### src/hhmm_pkg.sv
// Shared types, address constants and the echo-region address mapping for the memory map.
`default_nettype none

package hhmm_pkg;

    localparam int ADDR_W = 16;
    localparam int DATA_W = 8;
    localparam int BOOT_IDX_W = 8;
    localparam int CMD_W = 2;

    typedef logic [ADDR_W-1:0] addr_t;
    typedef logic [DATA_W-1:0] byte_t;

    typedef enum logic [CMD_W-1:0] {
        CMD_READ      = 2'd0,
        CMD_WRITE     = 2'd1,
        CMD_BOOT_LOAD = 2'd2,
        CMD_NONE      = 2'd3
    } cmd_t;

    typedef enum logic [2:0] {
        ST_CLEAR,
        ST_IDLE,
        ST_READ,
        ST_DMA,
        ST_DONE
    } state_t;

    localparam addr_t ECHO_LOW     = 16'hE000;
    localparam addr_t ECHO_HIGH    = 16'hFDFF;
    localparam addr_t ECHO_OFFSET  = 16'h2000;
    localparam addr_t DMA_REG      = 16'hFF46;
    localparam addr_t BOOT_OFF_REG = 16'hFF50;
    localparam byte_t OAM_PAGE     = 8'hFE;
    localparam addr_t LAST_ADDR    = 16'hFFFF;
    localparam byte_t ERASED_HIGH  = 8'hFF;
    localparam byte_t ERASED_LOW   = 8'h00;

    // Fold the echo region back onto the work RAM it shadows.
    function automatic addr_t unmirror(input addr_t a);
        addr_t r;
        r = a;
        if (a >= ECHO_LOW && a <= ECHO_HIGH) begin
            r = a - ECHO_OFFSET;
        end
        return r;
    endfunction

endpackage

`default_nettype wire

### src/hhmm_boot_rom.sv
// Boot ROM image store, loaded by the CPU side and read through a registered port.
`default_nettype none

module hhmm_boot_rom #(
    parameter int DEPTH = 256
) (
    input  wire logic  aclk,
    input  wire logic  we,
    input  wire logic [hhmm_pkg::BOOT_IDX_W-1:0] widx,
    input  wire hhmm_pkg::byte_t wdata,
    input  wire logic  re,
    input  wire logic [hhmm_pkg::BOOT_IDX_W-1:0] ridx,
    output hhmm_pkg::byte_t rdata
);
    import hhmm_pkg::*;

    localparam int IDX_W = (DEPTH > 1) ? $clog2(DEPTH) : 1;

    byte_t rom [0:DEPTH-1];
    byte_t rdata_reg;
    logic  widx_ok;

    // Loads beyond the image size are dropped.
    assign widx_ok = ({1'b0, widx} < (BOOT_IDX_W+1)'(DEPTH));

    always_ff @(posedge aclk) begin
        if (we && widx_ok) begin
            rom[widx[IDX_W-1:0]] <= wdata;
        end
    end

    always_ff @(posedge aclk) begin
        if (re) begin
            rdata_reg <= rom[ridx[IDX_W-1:0]];
        end
    end

    assign rdata = rdata_reg;

endmodule

`default_nettype wire

### config.mk
export PLATFORM = sky130hd
export DESIGN_NAME = hhmm_boot_rom
export DESIGN_NICKNAME = d
export VERILOG_FILES = /design/src/hhmm_pkg.sv /design/src/hhmm_boot_rom.sv
export SDC_FILE = /design/constraint.sdc
export NUM_CORES = 2
export LEC_CHECK = 0
export BUFFER_PORTS_ARGS = -buffer_cell sky130_fd_sc_hd__buf_2
export CELL_PAD_IN_SITES_DETAIL_PLACEMENT = 0
export CELL_PAD_IN_SITES_GLOBAL_PLACEMENT = 2
export CORE_MARGIN = 2
export CORE_UTILIZATION = 40
export DETAILED_ROUTE_END_ITERATION = 10
export PLACE_DENSITY_LB_ADDON = 0.1
export SYNTH_ARGS = -nofsm -noshare
export SYNTH_HDL_FRONTEND = slang
export SYNTH_SLANG_ARGS = --single-unit
### constraint.sdc
create_clock -name aclk -period 4.4 [get_ports aclk]
set_input_delay 0.88 -clock aclk [delete_from_list [all_inputs] [get_ports aclk]]
set_output_delay 0.88 -clock aclk [all_outputs]
set_load 0.01 [all_outputs]
==> results_dict.tcl <==
set metrics [dict create \
    async_flop_share_pct 0 \
    die_area_mm2 0.203 \
    insertion_delay_ns 0.84 \
    fmax_ghz 0.284 \
    finalSetupViolCount 0 \
    clk_path_buf_depth 3 \
    grt_overflow 0 \
    rsz0062_at_grt "no" \
    pin_count 35 \
    grt_max_degree 107 \
    cts_made_buffers 212 \
    drv_slew 0 \
    arrival_ns 4.07 \
    synth.most_common_cell "edfxtp_1" \
    multi_input_area_mm2 0.0165 \
    grt_pass1_wl_um 315000 \
    holdBufCountCts 0 \
    start_util_pct 40.3 \
    antenna_found_initial 16 \
    path_cells "buf_2 > buf_4 > nor3b_1 > buf_4 > o221ai_1 > o22ai_1 > o32ai_1 > nor3_1 > buf_4 > nor4_1" \
    fin_crit_ns 3.52 \
    first_pass_iters 5 \
    synth_edf_count 2056 \
    pwr_density_cell_mw_per_mm2 456 \
    critPathTopFamily "buffers and inverters" \
    yosysSeqAreaShare_pct 77.5 \
    leakagePower_nw 28.2 \
    cp.required_ns 4.95 \
    fill_cells 16400 \
    synthFlopType "edfxtp_1" \
    postCtsSetupBuffers 0 \
    slowest_stage "nor3_1" \
    regArea_mm2 0.0617 \
    outcome "complete, no violations" \
    fin_setup_tns_ns 0 \
    clkTransAtPathRegs_ns 0.06 \
    vias 39500 \
    cts-root-buf "clkbuf_16" \
    die_h_um 450 \
    syn_avg_cell_area_um2 21.3 \
    synth-seq-cells 2056 \
    first_iter_violations 3977 \
    largest_reg_flops 2048 \
    ir_drop_mv 0.349 \
    power_mw 41.5 \
    synthesis.area_mm2 0.0796 \
    rows 163 \
    via_per_inst 5.78 \
    cts.sinks 2056 \
    fin_worst_skew_ns 0.0311 \
    area.growth.synth_to_final_pct 14.4 \
    port_buffers 34 \
    layout-drive-gt1-share_pct 25.4 \
    synth.distinct_cells 54 \
    endpoint_kind "register" \
    cts_tree "built" \
    max_stage_delay_ns 0.66 \
    startpoint_type "input pin" \
    grt.total_usage_pct 21.9 \
    hold_ws_ns 0.451 \
    grt_pass1_vias 40800 \
    synth_top_area_cell "edfxtp_1" \
    wl_um 223000 \
    fin_crit_sh_pct 79.9 \
    yosysTopAreaCellShare_pct 77.5 \
    slew-limit-headroom_pct 24.0 \
    tightest_slew_ns 1.14 \
    synthTopCellsByArea "edfxtp_1, mux4_2, mux2i_1" \
    criticalPathCategory "input pin to register" \
    dp_hpwl_um 144000 \
    drc 0 \
    worstPathMaxFanout 17 \
    drv_cap 0 \
    wl_per_cell_um 32.7 \
    htree_levels 4 \
    final_net_count 4021 \
    syn_inst 3733 \
    die_x_um 450 \
    worstHoldPathType "input pin to register" \
    gp_congestion 0.850 \
    crit_top_cell "buf_4" \
    ys_warn_count 0 \
    coreArea_mm2 0.198 \
    finalHoldViolCount 0 \
    path_buf_inv 4 \
    synthesis.nets 3760 \
    cts_resized 0 \
    detail-route-antenna-nets 0 \
    yosys-top-cells-count "edfxtp_1, mux4_2, nor2_1" \
]
worst paths after layout:
kind                            cells past startpoint  slack [ns]        from  endpoint
worst max-delay path                               10        0.88     ridx[4]  rdata[5]
worst min-delay path                                1        0.45          re  rdata[2]
worst max register to register                      8        1.45  rom[83][5]  rdata[5]
worst min register to register                      6        1.28  rom[98][7]  rdata[7]
report_power, final:
| part | switching [mW] | leakage, nW | total, mW | internal, mW |
|---|---|---|---|---|
| Clock | 7.45 | 3.37 | 17.8 | 10.3 |
| Sequential | 0.0236 | 18.5 | 21.6 | 21.6 |
| Combinational | 1.39 | 6.37 | 2.14 | 0.742 |
| Total | 8.87 | 28.2 | 41.5 | 32.7 |
routing by layer:
metal,vias up,part of all wire (%),global-route usage (%)
met5,-,0,0
met2,1323,50,37.0
li1,16300,-,-
met3,267,5.7,3.31
met1,21600,42,29.9
met4,0,2.3,5.57
cell type report:
| class | count | area share [%] |
|---|---|---|
| Tap cell | 2640 | 3.62 |
| Clock buffer | 258 | 6.15 |
| Timing Repair Buffer | 280 | 2.91 |
| Multi-Input combinational cell | 1442 | 18.1 |
| Sequential cell | 2056 | 67.8 |
| Clock inverter | 137 | 1.43 |
| Inverter | 2 | 0.00824 |
| Antenna cell | 7 | 0.0192 |
kinds of logic after synthesis:
family,count (synthesis),synth area share (%)
buffers and inverters,235,1.83
and+or+nand+nor,466,2.63
DFF,2056,77.5
muxes,591,14.6
AOI/OAI and AO/OA,385,3.42
cells in the final DEF, fill, tap and decap left out, types with 21 or more instances in the layout:
cell type,count
nor4_1,21
nand3_1,34
nor2_1,279
mux2i_1,134
a22oi_1,133
o22ai_1,28
clkbuf_1,40
o221ai_1,46
nor3_1,22
nor2b_1,28
buf_4,205
nand2_1,33
a21oi_1,96
edfxtp_1,2056
buf_2,22
buf_12,43
mux4_2,454
bufinv_16,22
clkinv_2,42
clkbuf_16,218
clkinv_1,53
through the flow:
step	area, um^2	cells	util, %	worst slack [ns]
floorplan	79600	3733	-	1.44
global placement	84200	6420	42.6	0.0573
detailed placement	84200	6420	42.6	0.0693
CTS	91100	6815	46.1	0.979
global route	91100	6818	46.1	0.842
finish	91100	6822	46.1	0.882
Power figures use the tool's default switching activity.
